## src/sv/sltp_pkg.sv

```systemverilog
// Package: payload types, letter codes and phoneme codes of the letter-to-phoneme block
`default_nettype none
package sltp_pkg;

	localparam logic [7:0] A_AC  = 8'd225;
	localparam logic [7:0] E_AC  = 8'd233;
	localparam logic [7:0] I_AC  = 8'd237;
	localparam logic [7:0] O_AC  = 8'd243;
	localparam logic [7:0] U_AC  = 8'd250;
	localparam logic [7:0] N_TL  = 8'd241;
	localparam logic [7:0] U_DI  = 8'd252;
	localparam logic [7:0] SPACE = 8'd32;

	localparam logic [1:0] ST_OK      = 2'd0;
	localparam logic [1:0] ST_UNKNOWN = 2'd1;
	localparam logic [1:0] ST_LONG    = 2'd2;

	localparam logic [4:0] P_SIL = 5'd0,  P_B  = 5'd1,  P_D  = 5'd2,  P_F  = 5'd3;
	localparam logic [4:0] P_G   = 5'd4,  P_K  = 5'd5,  P_L  = 5'd6,  P_M  = 5'd7;
	localparam logic [4:0] P_N   = 5'd8,  P_P  = 5'd9,  P_S  = 5'd10, P_T  = 5'd11;
	localparam logic [4:0] P_W   = 5'd12, P_Y  = 5'd13, P_Z  = 5'd14, P_AA = 5'd15;
	localparam logic [4:0] P_BB  = 5'd16, P_CH = 5'd17, P_DD = 5'd18, P_EY = 5'd19;
	localparam logic [4:0] P_GG  = 5'd20, P_HH = 5'd21, P_IY = 5'd22, P_NY = 5'd23;
	localparam logic [4:0] P_OW  = 5'd24, P_RR = 5'd25, P_RX = 5'd26, P_UW = 5'd27;

	localparam int QDEPTH = 4;

	typedef struct packed {
		logic [7:0] symbol;
		logic       end_of_word;
	} in_word_t;

	typedef struct packed {
		logic [4:0] phoneme;
		logic       last;
		logic [1:0] status;
		logic [8:0] phoneme_count;
	} out_word_t;

	// One letter job for the back end: letter, its lookahead, and framing marks.
	typedef struct packed {
		logic       lead_sil;
		logic       has_letter;
		logic [7:0] c;
		logic [7:0] nx;
		logic [7:0] nn;
		logic       close;
	} job_t;

	// What one letter sounds as.
	typedef struct packed {
		logic       unknown;
		logic [1:0] k;
		logic [4:0] ph0;
		logic [4:0] ph1;
		logic       sk;
	} snd_t;

	// Back end steps within one job.
	typedef enum logic [1:0] {
		STEP_LEAD,
		STEP_PH0,
		STEP_PH1,
		STEP_CLOSE
	} step_t;

	function automatic logic is_vowel(input logic [7:0] v);
		return v == "a" || v == "e" || v == "i" || v == "o" || v == "u" ||
			v == A_AC || v == E_AC || v == I_AC || v == O_AC || v == U_AC;
	endfunction

	function automatic logic is_open(input logic [7:0] v);
		return v == "a" || v == "e" || v == "o" || v == A_AC || v == E_AC || v == O_AC;
	endfunction

	function automatic logic is_aou(input logic [7:0] v);
		return v == "a" || v == "u" || v == "o" || v == A_AC || v == U_AC || v == O_AC;
	endfunction

	function automatic logic is_front(input logic [7:0] v);
		return v == "e" || v == "i" || v == E_AC || v == I_AC;
	endfunction

	// Context rules for one letter.
	function automatic snd_t sound(input logic [7:0] c, input logic [7:0] nx,
		input logic [7:0] nn, input logic [7:0] pv);
		snd_t r;
		r = '{unknown: 1'b0, k: 2'd1, ph0: P_SIL, ph1: P_SIL, sk: 1'b0};
		case (c)
			"a", A_AC: r.ph0 = P_AA;
			"e", E_AC: r.ph0 = P_EY;
			"o", O_AC: begin
				r.ph0 = P_OW;
				if (nx == "u" && nn == "r") begin
					r.k = 2'd2; r.ph1 = P_W; r.sk = 1'b1;
				end
			end
			"b": r.ph0 = (pv == "m" || pv == "n" || pv == SPACE || nx == "v") ? P_B : P_BB;
			"v": r.ph0 = (pv == "n" || pv == SPACE) ? P_B : P_BB;
			"j": r.ph0 = P_HH;
			"k", "q": r.ph0 = P_K;
			"m": r.ph0 = P_M;
			"p": r.ph0 = P_P;
			"w", U_DI: r.ph0 = P_W;
			"z": r.ph0 = P_S;
			N_TL: r.ph0 = P_NY;
			U_AC: r.ph0 = P_UW;
			"h": r.k = 2'd0;
			"n": begin r.sk = (nx == "n"); r.ph0 = P_N; end
			"t": begin r.sk = (nx == "t"); r.ph0 = P_T; end
			"f": begin r.sk = (nx == "f"); r.ph0 = P_F; end
			"d": begin
				r.sk = (nx == "d");
				r.ph0 = (pv == SPACE || pv == "l" || pv == "n" || nx == "d") ? P_D : P_DD;
			end
			"r": begin
				if (pv == SPACE) r.ph0 = P_RR;
				else if (nx == "r") begin r.ph0 = P_RR; r.sk = 1'b1; end
				else r.ph0 = P_RX;
			end
			"l": begin
				if (nx == "l") begin r.ph0 = P_Y; r.sk = 1'b1; end
				else r.ph0 = P_L;
			end
			"c": begin
				if (nx == "h") r.ph0 = P_CH;
				else if (nx == "c") begin
					r.k = 2'd2; r.ph0 = P_K; r.ph1 = P_S; r.sk = 1'b1;
				end else if (nx == "y") begin
					r.k = 2'd2; r.ph0 = P_K; r.ph1 = P_IY; r.sk = 1'b1;
				end else r.ph0 = is_front(nx) ? P_S : P_K;
			end
			"x": begin
				r.k = 2'd2; r.ph0 = P_K; r.ph1 = P_S;
				r.sk = (nx == "c" && nn != "a");
			end
			"s": begin
				if (nx == "c") begin
					r.ph0 = P_S;
					r.sk = !(nn == "r" || nn == "o" || nn == "a" || nn == "u" ||
						nn == A_AC || nn == U_AC || nn == O_AC || nn == "l");
				end else if (nx == "s") begin
					r.ph0 = P_S; r.sk = 1'b1;
				end else if ((pv == O_AC && nx == "m") || nx == "t" || nx == "i" ||
					nx == SPACE || nx == "o" || nx == "a" || nx == A_AC || nx == "u" ||
					nx == "p" || nx == "e" || nx == O_AC || nx == E_AC || nx == "f" ||
					nx == "q" || nx == I_AC || nx == "h" || nx == "v" || nx == "y" ||
					nx == U_AC) begin
					r.ph0 = P_S;
				end else r.ph0 = P_Z;
			end
			"i": r.ph0 = (is_vowel(nx) || is_open(pv)) ? P_Y : P_IY;
			I_AC: r.ph0 = (nx == "e" && is_open(pv)) ? P_Y : P_IY;
			"y": r.ph0 = (pv == "t" || (pv == "n" && nx == SPACE)) ? P_IY : P_Y;
			"g": begin
				if ((pv == SPACE && !is_front(nx)) ||
					((pv == "n" || pv == "l" || pv == "s" || pv == "r" || pv == "z" ||
					pv == "b") && is_aou(nx)) ||
					nx == "m" || nx == "d" || nx == SPACE || pv == "z" || pv == "f" ||
					nx == "l" || nx == "n" || nx == "r" || nx == U_DI)
					r.ph0 = P_G;
				else if (is_front(nx)) r.ph0 = P_HH;
				else r.ph0 = P_GG;
			end
			"u": begin
				if (pv == "g") begin
					if (nx == "a" || nx == "o" || nx == "u") r.ph0 = P_W;
					else if (!is_front(nx)) r.ph0 = P_UW;
					else r.k = 2'd0;
				end else if (pv != "q") begin
					r.ph0 = (is_vowel(nx) || is_open(pv)) ? P_W : P_UW;
				end else r.k = 2'd0;
			end
			default: begin r.unknown = 1'b1; r.k = 2'd0; end
		endcase
		return r;
	endfunction

endpackage
`default_nettype wire

```

## src/sv/spanish_letter_to_phoneme_top.sv

```systemverilog
// Top level of the Spanish letter-to-phoneme converter
`default_nettype none
// Letters enter one word per cycle, while in_stall is low, into a front end that
// keeps the two-letter lookahead window and frames each word; letter jobs pass
// through a four-entry queue to a back end that sounds them into a single output
// register. The back end emits each phoneme in its own step, spends a step with no
// output on a letter that sounds as nothing (silent h or u, or a letter taken by a
// digraph), and emits the leading silence and the closing silence in steps of their
// own. After an end-of-word letter the front end holds in_stall while it pushes the
// rest of the word (up to two buffered letters), and it also stalls while the
// queue is full, which happens when out_stall backs up the back end. When a word
// ends in error, its remaining jobs are dropped from the queue at one per cycle
// with no result, so input up to the end-of-word mark is taken and then dropped.
// The capacity register sits at address 0.
module spanish_letter_to_phoneme_top (
	input  wire                 clk,
	input  wire                 arst_n,
	input  wire                 psel,
	input  wire                 penable,
	input  wire                 pwrite,
	input  wire  [0:0]          paddr,
	input  wire  [31:0]         pwdata,
	output logic [31:0]         prdata,
	output logic                pready,
	input  sltp_pkg::in_word_t  in_word,
	input  wire                 in_valid,
	output logic                in_stall,
	output sltp_pkg::out_word_t out_word,
	output logic                out_valid,
	input  wire                 out_stall
);
	import sltp_pkg::*;

	logic [8:0] max_q;
	job_t       fjob, qhead;
	logic       fpush, qroom, qne, qpop;

	assign pready = 1'b1;
	assign prdata = {23'd0, max_q};

	// hold the capacity register
	always_ff @(posedge clk or negedge arst_n) begin
		if (!arst_n) max_q <= 9'd64;
		else if (psel && penable && pwrite && paddr == 1'b0) max_q <= pwdata[8:0];
	end

	sltp_front u_front (
		.clk(clk), .arst_n(arst_n), .in_word(in_word), .in_valid(in_valid),
		.in_stall(in_stall), .job(fjob), .job_push(fpush), .q_room(qroom)
	);

	sltp_queue u_queue (
		.clk(clk), .arst_n(arst_n), .push_job(fjob), .push(fpush), .room(qroom),
		.head(qhead), .nonempty(qne), .pop(qpop)
	);

	sltp_back u_back (
		.clk(clk), .arst_n(arst_n), .max_phonemes(max_q), .head(qhead),
		.nonempty(qne), .pop(qpop), .out_word(out_word), .out_valid(out_valid),
		.out_stall(out_stall)
	);

	// hold a stalled output word
	a_hold: assert property (@(posedge clk) disable iff (!arst_n)
		(out_valid && out_stall) |=> (out_valid && $stable(out_word)))
		else $error("output word changed while stalled");
	// a word carries a status only when last
	a_status: assert property (@(posedge clk) disable iff (!arst_n)
		(out_valid && !out_word.last) |-> out_word.status == ST_OK)
		else $error("status on non-final word");
	// the final word of a word is always a silence
	a_last_sil: assert property (@(posedge clk) disable iff (!arst_n)
		(out_valid && out_word.last) |-> out_word.phoneme == P_SIL)
		else $error("final word is not silence");
	// phoneme codes stay in range
	a_range: assert property (@(posedge clk) disable iff (!arst_n)
		out_valid |-> out_word.phoneme <= P_UW)
		else $error("phoneme code out of range");

endmodule
`default_nettype wire

```

## src/sv/sltp_front.sv

```systemverilog
// Front end: letter window and word framing; emits letter jobs
`default_nettype none
module sltp_front (
	input  wire              clk,
	input  wire              arst_n,
	input  sltp_pkg::in_word_t in_word,
	input  wire              in_valid,
	output logic             in_stall,
	output sltp_pkg::job_t   job,
	output logic             job_push,
	input  wire              q_room
);
	import sltp_pkg::*;

	// Each accepted word creates up to three jobs (flush at end of word).
	logic [7:0] la0_q, la1_q;
	logic [1:0] fill_q;
	logic       started_q;
	logic       pend_q;        // more flush jobs to emit for this input
	logic [1:0] flush_i_q;     // next window position to sound
	logic [7:0] w0_q, w1_q, w2_q;
	logic [1:0] wn_q;

	logic       acc;
	logic [7:0] fnx, fnn, fc;

	assign in_stall  = pend_q || !q_room;
	assign acc       = in_valid && !in_stall;

	always_comb begin
		fc  = (flush_i_q == 2'd0) ? w0_q : (flush_i_q == 2'd1) ? w1_q : w2_q;
		fnx = ({1'b0, flush_i_q} + 3'd1 < {1'b0, wn_q}) ?
			((flush_i_q == 2'd0) ? w1_q : w2_q) : SPACE;
		fnn = ({1'b0, flush_i_q} + 3'd2 < {1'b0, wn_q}) ? w2_q : SPACE;
	end

	always_comb begin
		job      = '0;
		job_push = 1'b0;
		if (pend_q) begin
			if (q_room) begin
				job_push       = 1'b1;
				job.has_letter = 1'b1;
				job.c          = fc;
				job.nx         = fnx;
				job.nn         = fnn;
				job.close      = ({1'b0, flush_i_q} + 3'd1 == {1'b0, wn_q});
			end
		end else if (acc) begin
			job.lead_sil = !started_q;
			if (in_word.end_of_word) begin
				job_push       = 1'b1;
				job.has_letter = 1'b1;
				job.c          = (fill_q == 2'd0) ? in_word.symbol : la0_q;
				job.nx         = (fill_q == 2'd0) ? SPACE :
					(fill_q == 2'd1) ? in_word.symbol : la1_q;
				job.nn         = (fill_q == 2'd2) ? in_word.symbol : SPACE;
				job.close      = (fill_q == 2'd0);
			end else if (fill_q == 2'd2) begin
				job_push       = 1'b1;
				job.has_letter = 1'b1;
				job.c          = la0_q;
				job.nx         = la1_q;
				job.nn         = in_word.symbol;
			end else if (!started_q) begin
				job_push       = 1'b1;  // leading silence alone
			end
		end
	end

	always_ff @(posedge clk or negedge arst_n) begin
		if (!arst_n) begin
			fill_q    <= 2'd0;
			started_q <= 1'b0;
			pend_q    <= 1'b0;
			flush_i_q <= 2'd0;
			wn_q      <= 2'd0;
		end else begin
			if (pend_q) begin
				if (q_room) begin
					flush_i_q <= flush_i_q + 2'd1;
					if ({1'b0, flush_i_q} + 3'd1 == {1'b0, wn_q}) pend_q <= 1'b0;
				end
			end else if (acc) begin
				started_q <= 1'b1;
				if (in_word.end_of_word) begin
					fill_q    <= 2'd0;
					started_q <= 1'b0;
					wn_q      <= fill_q + 2'd1;
					flush_i_q <= 2'd1;
					pend_q    <= (fill_q != 2'd0);
				end else if (fill_q != 2'd2) begin
					fill_q <= fill_q + 2'd1;
				end
			end
		end
	end

	always_ff @(posedge clk) begin
		if (!pend_q && acc) begin
			w0_q <= (fill_q == 2'd0) ? in_word.symbol : la0_q;
			w1_q <= (fill_q == 2'd1) ? in_word.symbol : la1_q;
			w2_q <= in_word.symbol;
			if (!in_word.end_of_word) begin
				if (fill_q == 2'd2) begin
					la0_q <= la1_q;
					la1_q <= in_word.symbol;
				end else if (fill_q == 2'd1) la1_q <= in_word.symbol;
				else la0_q <= in_word.symbol;
			end
		end
	end

endmodule
`default_nettype wire

```

## src/sv/sltp_queue.sv

```systemverilog
// Short job queue between the front end and the back end
`default_nettype none
module sltp_queue (
	input  wire            clk,
	input  wire            arst_n,
	input  sltp_pkg::job_t push_job,
	input  wire            push,
	output logic           room,
	output sltp_pkg::job_t head,
	output logic           nonempty,
	input  wire            pop
);
	import sltp_pkg::*;

	localparam int AW = $clog2(QDEPTH);

	job_t        mem_q [QDEPTH];
	logic [AW-1:0] wp_q, rp_q;
	logic [AW:0]   cnt_q;

	assign room     = (cnt_q < (AW+1)'(QDEPTH));
	assign nonempty = (cnt_q != '0);
	assign head     = mem_q[rp_q];

	always_ff @(posedge clk or negedge arst_n) begin
		if (!arst_n) begin
			wp_q  <= '0;
			rp_q  <= '0;
			cnt_q <= '0;
		end else begin
			if (push) wp_q <= wp_q + 1'b1;
			if (pop) rp_q <= rp_q + 1'b1;
			cnt_q <= cnt_q + (AW+1)'(push) - (AW+1)'(pop);
		end
	end

	always_ff @(posedge clk) begin
		if (push) mem_q[wp_q] <= push_job;
	end

endmodule
`default_nettype wire

```

## src/sv/sltp_back.sv

```systemverilog
// Back end: sounds letter jobs and emits phoneme words through an output register
`default_nettype none
module sltp_back (
	input  wire                 clk,
	input  wire                 arst_n,
	input  wire  [8:0]          max_phonemes,
	input  sltp_pkg::job_t      head,
	input  wire                 nonempty,
	output logic                pop,
	output sltp_pkg::out_word_t out_word,
	output logic                out_valid,
	input  wire                 out_stall
);
	import sltp_pkg::*;

	step_t      step_q, step_d;
	logic [7:0] prev_q, prev_d;
	logic       skip_q, skip_d;
	logic [8:0] cnt_q, cnt_d;
	logic       drop_q, drop_d;    // rest of a failed word still in the queue
	logic       ov_q;
	out_word_t  ow_q;

	snd_t       s;
	step_t      cur;
	logic [8:0] cap;
	logic [8:0] cnt_inc;
	logic       free;
	out_word_t  ow_d;
	logic [1:0] fail_st;
	logic       emit, fail, letter_done;

	assign cap     = (max_phonemes == 9'd0) ? 9'd1 :
		(max_phonemes > 9'd256) ? 9'd256 : max_phonemes;
	assign free    = !ov_q || !out_stall;
	assign s       = sound(head.c, head.nx, head.nn, prev_q);
	assign cnt_inc = cnt_q + 9'd1;
	assign cur     = (step_q == STEP_LEAD && !head.lead_sil) ? STEP_PH0 : step_q;

	always_comb begin
		step_d = step_q; prev_d = prev_q; skip_d = skip_q; cnt_d = cnt_q; drop_d = drop_q;
		emit = 1'b0; fail = 1'b0; letter_done = 1'b0; pop = 1'b0;
		ow_d = '0; fail_st = ST_LONG;
		if (drop_q) begin
			// drop remaining jobs of the failed word up to its closing job
			if (nonempty) begin
				pop = 1'b1;
				if (head.close) drop_d = 1'b0;
			end
		end else if (nonempty && free) begin
			unique case (cur)
				STEP_LEAD: begin
					emit  = 1'b1;
					cnt_d = 9'd1;
					if (cap == 9'd1) fail = 1'b1;
					else if (head.has_letter) step_d = STEP_PH0;
					else pop = 1'b1;
				end
				STEP_PH0: begin
					if (skip_q) letter_done = 1'b1;
					else if (s.unknown) begin
						emit    = 1'b1;
						fail    = 1'b1;
						fail_st = ST_UNKNOWN;
					end else if (s.k == 2'd0) letter_done = 1'b1;
					else begin
						emit         = 1'b1;
						cnt_d        = cnt_inc;
						ow_d.phoneme = s.ph0;
						if (cnt_inc >= cap) fail = 1'b1;
						else if (s.k == 2'd2) step_d = STEP_PH1;
						else letter_done = 1'b1;
					end
				end
				STEP_PH1: begin
					emit         = 1'b1;
					cnt_d        = cnt_inc;
					ow_d.phoneme = s.ph1;
					if (cnt_inc >= cap) fail = 1'b1;
					else letter_done = 1'b1;
				end
				STEP_CLOSE: begin
					emit   = 1'b1;
					pop    = 1'b1;
					ow_d   = '{phoneme: P_SIL, last: 1'b1, status: ST_OK,
						phoneme_count: cnt_inc};
					step_d = STEP_LEAD;
					prev_d = SPACE;
					skip_d = 1'b0;
					cnt_d  = 9'd0;
				end
				default: ;
			endcase
			if (letter_done) begin
				prev_d = head.c;
				skip_d = skip_q ? 1'b0 : s.sk;
				if (head.close) step_d = STEP_CLOSE;
				else begin
					step_d = STEP_LEAD;
					pop    = 1'b1;
				end
			end
			if (fail) begin
				ow_d   = '{phoneme: P_SIL, last: 1'b1, status: fail_st, phoneme_count: 9'd0};
				pop    = 1'b1;
				step_d = STEP_LEAD;
				prev_d = SPACE;
				skip_d = 1'b0;
				cnt_d  = 9'd0;
				drop_d = !head.close;
			end
		end
	end

	always_ff @(posedge clk or negedge arst_n) begin
		if (!arst_n) begin
			step_q <= STEP_LEAD;
			prev_q <= SPACE;
			skip_q <= 1'b0;
			cnt_q  <= 9'd0;
			drop_q <= 1'b0;
			ov_q   <= 1'b0;
		end else begin
			step_q <= step_d;
			prev_q <= prev_d;
			skip_q <= skip_d;
			cnt_q  <= cnt_d;
			drop_q <= drop_d;
			if (emit) ov_q <= 1'b1;
			else if (!out_stall) ov_q <= 1'b0;
		end
	end

	always_ff @(posedge clk) begin
		if (emit) ow_q <= ow_d;
	end

	assign out_word  = ow_q;
	assign out_valid = ov_q;

endmodule
`default_nettype wire

```

## config.mk

```make
export PLATFORM = sky130hd
export DESIGN_NAME = spanish_letter_to_phoneme_top
export DESIGN_NICKNAME = d
export VERILOG_FILES = /design/src/sv/sltp_pkg.sv /design/src/sv/spanish_letter_to_phoneme_top.sv /design/src/sv/sltp_front.sv /design/src/sv/sltp_queue.sv /design/src/sv/sltp_back.sv
export SDC_FILE = /design/constraint.sdc
export NUM_CORES = 1
export LEC_CHECK = 0
export ABC_AREA = 1
export BUFFER_PORTS_ARGS = -buffer_cell sky130_fd_sc_hd__buf_4
export CAP_MARGIN = 0
export CORE_ASPECT_RATIO = 1.25
export CORE_MARGIN = 4
export CORE_UTILIZATION = 30
export DETAILED_ROUTE_END_ITERATION = 8
export GPL_TIMING_DRIVEN = 0
export SYNTH_ARGS = -nofsm -noshare
export SYNTH_HDL_FRONTEND = slang
export SYNTH_SLANG_ARGS = --single-unit
```

## constraint.sdc

```tcl
create_clock -name clk -period 3.82 [get_ports clk]
set_clock_uncertainty 0.1 [all_clocks]
set_input_delay 0.573 -clock clk [delete_from_list [all_inputs] [get_ports clk]]
set_output_delay 0.573 -clock clk [all_outputs]
set_load 0.005 [all_outputs]
```

# ---- Word-level counts from Yosys, hierarchy flattened
# Memory sizes are Yosys's and may differ from the RTL's.
# Cells that the tools add are included.
dict set report totals {
  reg_bits 103
  latch_bits 0
  mem_bits_rw 108
  rom_bits 0
  input_bits 49
  word_cells 440
  mem_count 1
}
# name depth width rd rd_clocked_by_memory_dff write_ports line
set memory_table {}
lappend memory_table {u_queue.mem_q 4 27 1 0 1 sltp_queue.sv:17} ;# job_t mem_q [QDEPTH];
dict set report classes {
  addsub 9
  mul 0
  div 0
  order_cmp 5
  eq_ne 109
  n_shift 0
  n_mux 154
  bitwise_logic 6
  n_reduce_logical 132
}
# operator count
set ops {}
lappend ops {{8-bit by 7-bit == test with 1-bit output, second input constant} 63}
lappend ops {{8-bit == test, second input constant} 19}
lappend ops {{5-bit one-hot mux with 26 select lines} 1}
lappend ops {{8-bit two-way mux} 15}
lappend ops {{5-bit two-way mux} 20}
lappend ops {{1-bit logical OR} 75}
lappend ops {{1-bit two-way mux} 64}
lappend ops {{9-bit two-way mux} 6}
lappend ops {{26-bit two-way mux} 2}
lappend ops {{25-bit two-way mux} 2}
lappend ops {{2-bit two-way mux} 24}
lappend ops {{9-bit one-hot mux with 4 select lines} 1}
lappend ops {{33-bit OR reduction} 1}
lappend ops {{27-bit two-way mux} 1}
lappend ops {{27-bit OR reduction} 1}
lappend ops {{12-bit two-way mux} 2}
lappend ops {{6-bit two-way mux} 3}
lappend ops {{8-bit by 6-bit == test with 1-bit output, second input constant} 2}
lappend ops {{4-bit inequality test, second input constant} 4}
lappend ops {{8-bit by 7-bit inequality test with 1-bit output, second input constant} 2}
lappend ops {{5-bit one-hot mux with 3 select lines} 1}
lappend ops {{3-bit AND reduction} 5}
lappend ops {{1-bit logical AND} 14}
lappend ops {{13-bit two-way mux} 1}
lappend ops {{other kinds (41)} 86}

# ---- Longest topological paths before layout
# An unclocked memory read counts as a cell.
dict set report depth {
  depth_word 30
  ltp_mapped 31
  ltp_nobuf 28
}

# ---- Cells and area by module
# From an unflattened synthesis, not the netlist that was laid out.
dict set report hier_totals {
  hier_cells 1634
  area_unflattened_um2 12650.9
}
# mod n_inst cells_each area_each_um2 seq_area_each_um2
set modules_own_cells {}
lappend modules_own_cells {sltp_queue 1 468 4956.0 3418.3}
lappend modules_own_cells {sltp_back 1 686 4061.4 1062.3}
lappend modules_own_cells {sltp_front 1 413 3064.2 1401.3}
lappend modules_own_cells {spanish_letter_to_phoneme_top 1 67 569.3 226.5}

# ---- Worst setup path before layout
# Ideal clock, no wire load.
dict set report synth_timing {
  kind {register to register}
  startpoint {register u_back.cnt_q[0]}
  endpoint {register u_queue.cnt_q[2]}
  setup_time_ps 123
  arrival_ps 3803
  t_required_ps 3597
  setup_slack_ps -205
  stages_incl_launch_ff 26
  period_less_slack_ps 4025
  cell_sequence {dfrtp_1 > ha_1 > nand3_1 > nand3b_1 > nand3b_1 > xor2_1 > inv_1 > ha_1 > nand2_1 > nor2_1 > nand3b_1 > o2111ai_1 > a31oi_1 > inv_1 > a21oi_1 > nand2_2 > a21oi_1 > nand2_1 > nand2_1 > nand2_1 > ha_1 > inv_1 > ha_1 > inv_1 > fa_1 > xnor2_1}
}
dict set report synth_between {
  elab_chain_cells 14
  word_cells_on_any_way 22
  classes_between {2 x add/sub; 1 x order compare; 19 x mux}
}
# element line
set synth_lines {}
lappend synth_lines {{from (decl)} sltp_back.sv:19} ;# logic [8:0] cnt_q, cnt_d;
lappend synth_lines {{from (signal assigned)} sltp_back.sv:127} ;# cnt_q <= cnt_d;
lappend synth_lines {{9-bit by 1-bit adder with 9-bit output *} sltp_back.sv:37} ;# assign cnt_inc = cnt_q + 9'd1;
lappend synth_lines {{via u_back.cnt_inc[8]} sltp_back.sv:27} ;# logic [8:0] cnt_inc;
lappend synth_lines {{9-bit >= comparator *} {sltp_back.sv:70, sltp_back.sv:79}}
lappend synth_lines {{1-bit two-way mux} sltp_back.sv:70} ;# if (cnt_inc >= cap) fail = 1'b1;
lappend synth_lines {{1-bit two-way mux} sltp_back.sv:65} ;# end else if (s.k == 2'd0) letter_done = 1'b1;
lappend synth_lines {{1-bit two-way mux} sltp_back.sv:61} ;# else if (s.unknown) begin
lappend synth_lines {{1-bit two-way mux} sltp_back.sv:60} ;# if (skip_q) letter_done = 1'b1;
lappend synth_lines {{1-bit one-hot mux with 2 select lines} sltp_back.sv:51} ;# unique case (cur)
lappend synth_lines {{1-bit two-way mux} sltp_back.sv:50} ;# end else if (nonempty && free) begin
lappend synth_lines {{1-bit two-way mux} sltp_back.sv:44} ;# if (drop_q) begin
lappend synth_lines {{1-bit two-way mux} sltp_back.sv:94} ;# if (letter_done) begin
lappend synth_lines {{1-bit two-way mux *} sltp_back.sv:103} ;# if (fail) begin
lappend synth_lines {{1-bit two-way mux *} sltp_back.sv:50}
lappend synth_lines {{1-bit two-way mux *} sltp_back.sv:44}
lappend synth_lines {{via qpop} spanish_letter_to_phoneme_top.sv:36} ;# logic fpush, qroom, qne, qpop;
lappend synth_lines {{3-bit by 1-bit subtractor with 3-bit output *} sltp_queue.sv:33} ;# cnt_q <= cnt_q + (AW+1)'(push) - (AW+1)'(pop);
lappend synth_lines {{to (signal assigned)} sltp_queue.sv:33}
lappend synth_lines {{to (decl)} sltp_queue.sv:19} ;# logic [AW:0] cnt_q;
# Mark *: on every way through the listed nets, which the timed path passes. The rest lies on a longest branch. The select of a mux whose other input is x is not followed.
# A chain may end at the register's enable or synchronous reset.

# ---- Worst setup path in the final report
dict set report layout_timing {
  startpoint {register u_back.cnt_q[1]}
  endpoint {register u_queue.cnt_q[1]}
}
# The elaborated chain is that of the path after synthesis.

==> metrics.txt <==
# TYPE chip_impl_metric gauge
chip_impl_info{name="status",value="finished, violations left"} 1
chip_impl_info{name="failed_checks",value="setup timing"} 1
chip_impl_metric{name="num_antenna_cells",unit=""} 0
chip_impl_metric{name="number_of_enable_type_register_cells_in_the_synthesized_netlist",unit=""} 165
chip_impl_metric{name="required_worst_endpoint",unit="ns"} 4.15
chip_impl_metric{name="drive_above_1_share",unit=""} 0.169
chip_impl_metric{name="postSynthAreaPerCell",unit="um^2"} 8.44
chip_impl_info{name="critical_path.endpoint",value="u_queue.cnt_q[1]$_DFF_PN0_"} 1
chip_impl_metric{name="post-dp-hpwl",unit="um"} 25200
chip_impl_metric{name="cts.sinks",unit=""} 211
chip_impl_metric{name="vdd_ir_drop_max",unit="mV"} 0.420
chip_impl_metric{name="finalWorstPathRequiredPeriod",unit="ns"} 4.15
chip_impl_info{name="rsz0062_at_grt",value="true"} 1
chip_impl_metric{name="ys_seq_area_frac",unit=""} 0.499
chip_impl_metric{name="post_synth_fa_ha_maj_area_fraction",unit=""} 0.0329
chip_impl_metric{name="nFillCells",unit=""} 4168
chip_impl_metric{name="final.setup.tns",unit="ns"} -0.588
chip_impl_metric{name="worst-path-buf-inv",unit=""} 5
chip_impl_metric{name="post_layout_instance_area",unit="mm^2"} 0.0147
chip_impl_metric{name="yosys.cell_types.count",unit=""} 57
chip_impl_info{name="worstSetupPathType",value="flip-flop to flip-flop"} 1
chip_impl_metric{name="synth_warnings",unit=""} 0
chip_impl_metric{name="setup_viol",unit=""} 2
chip_impl_info{name="setup.worst_path.start_class",value="flip-flop"} 1
chip_impl_metric{name="path_depth",unit=""} 26
chip_impl_metric{name="num_vias",unit=""} 10066
chip_impl_metric{name="cts_max_path_buffers",unit=""} 3
chip_impl_metric{name="core.rowCount",unit=""} 82
chip_impl_metric{name="dp_cells",unit=""} 2072
chip_impl_metric{name="muxShareOfSynthArea",unit=""} 0.00460
chip_impl_metric{name="ys_seq_elements",unit=""} 211
chip_impl_metric{name="clk_latency",unit="ns"} 0.53
chip_impl_info{name="clk_root_buffer_cell",value="sky130_fd_sc_hd__clkbuf_16"} 1
chip_impl_info{name="worst_r2r_endpoint",value="u_queue.cnt_q[1]$_DFF_PN0_"} 1
chip_impl_metric{name="overflow",unit=""} 0
chip_impl_metric{name="flow.area_growth_from_synthesis",unit="%"} 19.8
chip_impl_metric{name="firstDrtPassIters",unit=""} 5
chip_impl_metric{name="worstRegToRegCells",unit=""} 26
chip_impl_metric{name="floorplan.initialDensity",unit=""} 0.304
chip_impl_metric{name="cellLeakagePower",unit="nW"} 6.37
chip_impl_info{name="dominantRegCellSynth",value="sky130_fd_sc_hd__edfxtp_1"} 1
chip_impl_metric{name="port_buffers",unit=""} 52
chip_impl_info{name="crit_path_frequent_cell",value="sky130_fd_sc_hd__ha_4"} 1
chip_impl_metric{name="detail_route.wirelength",unit="um"} 33400
chip_impl_metric{name="r2r_setup_slack",unit="ns"} -0.33
chip_impl_metric{name="slew-limit-headroom",unit=""} 0.368
chip_impl_metric{name="max_cap_viol_count",unit=""} 0
chip_impl_metric{name="synthesis.area",unit="mm^2"} 0.0122
chip_impl_metric{name="h-tree-depth",unit=""} 1
chip_impl_metric{name="postLayoutCoreUtil",unit=""} 0.364
chip_impl_info{name="critical_register_to_register_path_startpoint",value="u_back.cnt_q[1]$_DFFE_PN0P_"} 1
chip_impl_metric{name="pins_over_slew_limit",unit=""} 0
chip_impl_metric{name="synthXorXnorAreaFrac",unit=""} 0.00859
chip_impl_metric{name="drt-initial-drc-count",unit=""} 749
chip_impl_metric{name="first_global_vias",unit=""} 9726
chip_impl_metric{name="floorplan.die_area",unit="mm^2"} 0.0441
chip_impl_metric{name="critical_path_peak_fanout",unit=""} 3
chip_impl_metric{name="top_level_ports",unit=""} 101
chip_impl_metric{name="worst_slew_pin_slew",unit="ns"} 0.946
chip_impl_metric{name="cp.arrival",unit="ns"} 4.48
chip_impl_metric{name="design.final.nets",unit=""} 1652
chip_impl_metric{name="clkTransAtPathRegs",unit="ns"} 0.06
chip_impl_metric{name="first_pass_grt_wire_length",unit="um"} 52500
chip_impl_metric{name="power.total",unit="mW"} 11.7
chip_impl_info{name="synth_top_family_by_area",value="simple AND/OR/NAND/NOR gates"} 1
chip_impl_metric{name="period_share",unit=""} 1.09
chip_impl_metric{name="postSynthCellCount",unit=""} 1450
chip_impl_metric{name="cts_inserted_buffers",unit=""} 24
chip_impl_metric{name="post_synth_and_or_nand_nor_area_fraction",unit=""} 0.272
chip_impl_metric{name="number_of_antenna_violations_at_the_first_check_in_global_routing",unit=""} 0
chip_impl_metric{name="worst_slack",unit="ns"} -0.327
chip_impl_metric{name="finish.cell_count_without_fillers",unit=""} 2134
chip_impl_metric{name="detail-route-antenna-nets",unit=""} 0
chip_impl_metric{name="detailed_route_drc_error_count",unit=""} 0
chip_impl_metric{name="routedWlPerCell",unit="um"} 15.7
chip_impl_metric{name="die-height",unit="um"} 234
chip_impl_metric{name="fraction_of_synthesis_flops_using_an_asynchronous_set_or_reset_pin",unit=""} 0.218
chip_impl_metric{name="grt_max_degree",unit=""} 47
chip_impl_metric{name="weighted_congestion_at_the_end_of_routability_driven_global_placement",unit=""} 0.895
chip_impl_metric{name="core",unit="mm^2"} 0.0402
chip_impl_metric{name="place_area",unit="mm^2"} 0.0135
chip_impl_info{name="end_kind",value="flip-flop"} 1
chip_impl_metric{name="synth_compound_gate_area_share",unit=""} 0.0926
chip_impl_info{name="critical-path-slowest-cell",value="sky130_fd_sc_hd__fa_2"} 1
chip_impl_info{name="crit_family",value="adder cells"} 1
chip_impl_metric{name="die_width",unit="um"} 189
chip_impl_metric{name="worst_path_largest_cell_delay",unit="ns"} 0.53
chip_impl_info{name="cp-startpoint",value="u_back.cnt_q[1]$_DFFE_PN0P_"} 1
chip_impl_info{name="hp-class",value="input pin to flip-flop"} 1
chip_impl_metric{name="fmaxAchievable",unit="MHz"} 241
chip_impl_metric{name="viasPerCell",unit=""} 4.72
chip_impl_metric{name="final_hold_viol_count",unit=""} 0
chip_impl_metric{name="power.density_cell_area",unit="mW/mm^2"} 802
chip_impl_metric{name="globalRouteTotalUtil",unit=""} 0.147
chip_impl_info{name="tritoncts",value="done"} 1
## flip-flops by register name, indices dropped and copies added (netlist names), 2 cells and up
register	count
max_q	9
u_back.cnt_q	9
u_back.out_word	17
u_back.prev_q	8
u_back.step_q	2
u_front.fill_q	2
u_front.flush_i_q	2
u_front.la0_q	8
u_front.la1_q	8
u_front.w0_q	8
u_front.w1_q	8
u_front.w2_q	8
u_front.wn_q	2
u_queue.cnt_q	3
u_queue.mem_q	108
u_queue.rp_q	2
u_queue.wp_q	2
## routing by layer
| metal | GRT usage | vias to the layer above | share of wire |
|---|---|---|---|
| met4 | 0.0472 | 0 | 0.028 |
| met5 | 0 | - | 0 |
| li1 | - | 5048 | - |
| met2 | 0.267 | 236 | 0.51 |
| met3 | 0.0180 | 62 | 0.038 |
| met1 | 0.182 | 4720 | 0.42 |
## worst reg2reg max path, cell delays in order, from the launching register on
cell and delay (ns):
sky130_fd_sc_hd__dfrtp_1 0.42, sky130_fd_sc_hd__ha_4 0.17, sky130_fd_sc_hd__nand3_2 0.07, sky130_fd_sc_hd__nand3b_1 0.20, sky130_fd_sc_hd__nand3b_1 0.23, sky130_fd_sc_hd__xor2_1 0.22
sky130_fd_sc_hd__inv_1 0.11, sky130_fd_sc_hd__ha_4 0.24, sky130_fd_sc_hd__nand2_4 0.08, sky130_fd_sc_hd__nor2_4 0.04, sky130_fd_sc_hd__nand3b_1 0.09, sky130_fd_sc_hd__o2111ai_2 0.15
sky130_fd_sc_hd__a31oi_4 0.24, sky130_fd_sc_hd__buf_6 0.13, sky130_fd_sc_hd__a21oi_2 0.04, sky130_fd_sc_hd__nand2_1 0.08, sky130_fd_sc_hd__nand2_2 0.07, sky130_fd_sc_hd__a21oi_2 0.13
sky130_fd_sc_hd__nand2_2 0.08, sky130_fd_sc_hd__nand2_4 0.08, sky130_fd_sc_hd__nand2_4 0.07, sky130_fd_sc_hd__ha_4 0.24, sky130_fd_sc_hd__inv_2 0.06, sky130_fd_sc_hd__ha_4 0.12
sky130_fd_sc_hd__inv_2 0.03, sky130_fd_sc_hd__fa_2 0.53, sky130_fd_sc_hd__inv_2 0.03
## stage by stage
| stage | hold WS, ns | worst slack (ns) |
|---|---|---|
| after global placement | 0.366 | -1.45 |
| after floorplan | 0.177 | -0.127 |
| after global routing | 0.136 | -0.562 |
| after CTS | 0.135 | -0.241 |
| final | 0.159 | -0.327 |
| after detailed placement | 0.369 | -0.857 |
## area by class of cell
type,count,area (um^2),area share
clock inverter,18,189,0.0129
clock buffer,24,601,0.0410
buffer,67,485,0.0331
sequential,211,6110,0.417
tap,546,683,0.0466
multi-input combinational,1032,5360,0.366
inverter,163,624,0.0426
timing repair buffer,73,594,0.0406
## cell usage after synthesis, drive strengths merged (2+ instances only)
| cell | count | area, um^2 |
|---|---|---|
| nand2 | 451 | 1770 |
| edfxtp | 165 | 4950 |
| inv | 161 | 612 |
| nor2 | 147 | 607 |
| nand3 | 114 | 593 |
| o21ai | 93 | 507 |
| buf | 49 | 407 |
| dfrtp | 44 | 1100 |
| a21oi | 38 | 190 |
| ha | 29 | 363 |
| nand4 | 19 | 119 |
| clkbuf | 18 | 67.6 |
| nor3 | 18 | 90.1 |
| o22ai | 13 | 81.3 |
| o211ai | 12 | 90.1 |
| nor4 | 10 | 62.6 |
| o221ai | 10 | 87.6 |
| xor2 | 9 | 78.8 |
| nand3b | 6 | 45.0 |
| mux2 | 5 | 56.3 |
| o2111ai | 5 | 43.8 |
| a31oi | 4 | 25.0 |
| o31ai | 3 | 22.5 |
| xnor2 | 3 | 26.3 |
| and3 | 2 | 12.5 |
| clkinv | 2 | 7.51 |
| conb | 2 | 7.51 |
| dfstp | 2 | 52.6 |
| fa | 2 | 40.0 |
## where the power goes
part           internal, mW  leakage, nW  switching (mW)  total (mW)
Clock                  1.36        0.383           0.947        2.30
Combinational          1.92         3.86            3.99        5.91
Sequential             3.29         2.13           0.245        3.54
Total                  6.57         6.37            5.18        11.7
## worst min-delay path by stage
| stage | start | endpoint | slack [ns] | depth (start not counted) |
|---|---|---|---|---|
| final | in_word[8] | u_front.w2_q[7]$_DFFE_PP_ | 0.16 | 1 |
| after global routing | in_word[7] | u_front.w2_q[6]$_DFFE_PP_ | 0.14 | 1 |
| after CTS | in_word[7] | u_front.w2_q[6]$_DFFE_PP_ | 0.14 | 1 |
| after detailed placement | u_front.started_q$_DFFE_PN0P_ | u_front.started_q$_DFFE_PN0P_ | 0.37 | 2 |
| after global placement | u_front.started_q$_DFFE_PN0P_ | u_front.started_q$_DFFE_PN0P_ | 0.37 | 2 |
| after floorplan | arst_n | max_q[0]$_DFFE_PN0P_ | 0.18 | 0 |
## repair_timing
action	4_1_cts	5_1_grt
cloned	1	0
endpoints found under the hold margin	44	0
gates resized for setup	42	7
hold buffers	1	0
pin swaps	16	16
setup buffers	15	3
setup endpoints to repair	74	21
## layout by cell type, fill, tap and decap left out, types with 6 or more instances in the layout
cell type and n:
sky130_fd_sc_hd__nand2_1 415, sky130_fd_sc_hd__nor2_4 12, sky130_fd_sc_hd__nor3_1 18, sky130_fd_sc_hd__clkbuf_1 17
sky130_fd_sc_hd__nand3b_1 6, sky130_fd_sc_hd__edfxtp_1 165, sky130_fd_sc_hd__o21ai_2 11, sky130_fd_sc_hd__conb_1 24
sky130_fd_sc_hd__a21oi_1 34, sky130_fd_sc_hd__nand4_1 19, sky130_fd_sc_hd__inv_1 152, sky130_fd_sc_hd__nand3_1 108
sky130_fd_sc_hd__ha_1 24, sky130_fd_sc_hd__o211ai_1 12, sky130_fd_sc_hd__o21ai_0 77, sky130_fd_sc_hd__nor2_1 124
sky130_fd_sc_hd__buf_4 101, sky130_fd_sc_hd__dfrtp_1 43, sky130_fd_sc_hd__clkbuf_16 24, sky130_fd_sc_hd__o221ai_1 10
sky130_fd_sc_hd__o22ai_1 13, sky130_fd_sc_hd__nand2_4 6, sky130_fd_sc_hd__nor2_2 12, sky130_fd_sc_hd__buf_6 10
sky130_fd_sc_hd__xor2_1 7, sky130_fd_sc_hd__nor4_1 9, sky130_fd_sc_hd__nand2_2 30, sky130_fd_sc_hd__inv_2 7
sky130_fd_sc_hd__clkinv_1 6
## cell families after synthesis
family / count (synthesis)
compound gates: 188
xor+xnor: 12
fa+ha+maj: 31
buf+inv: 230
flops: 211
mux: 5
other cells: 2
simple gates: 771
Note: power is estimated with default switching activity, not from simulation.
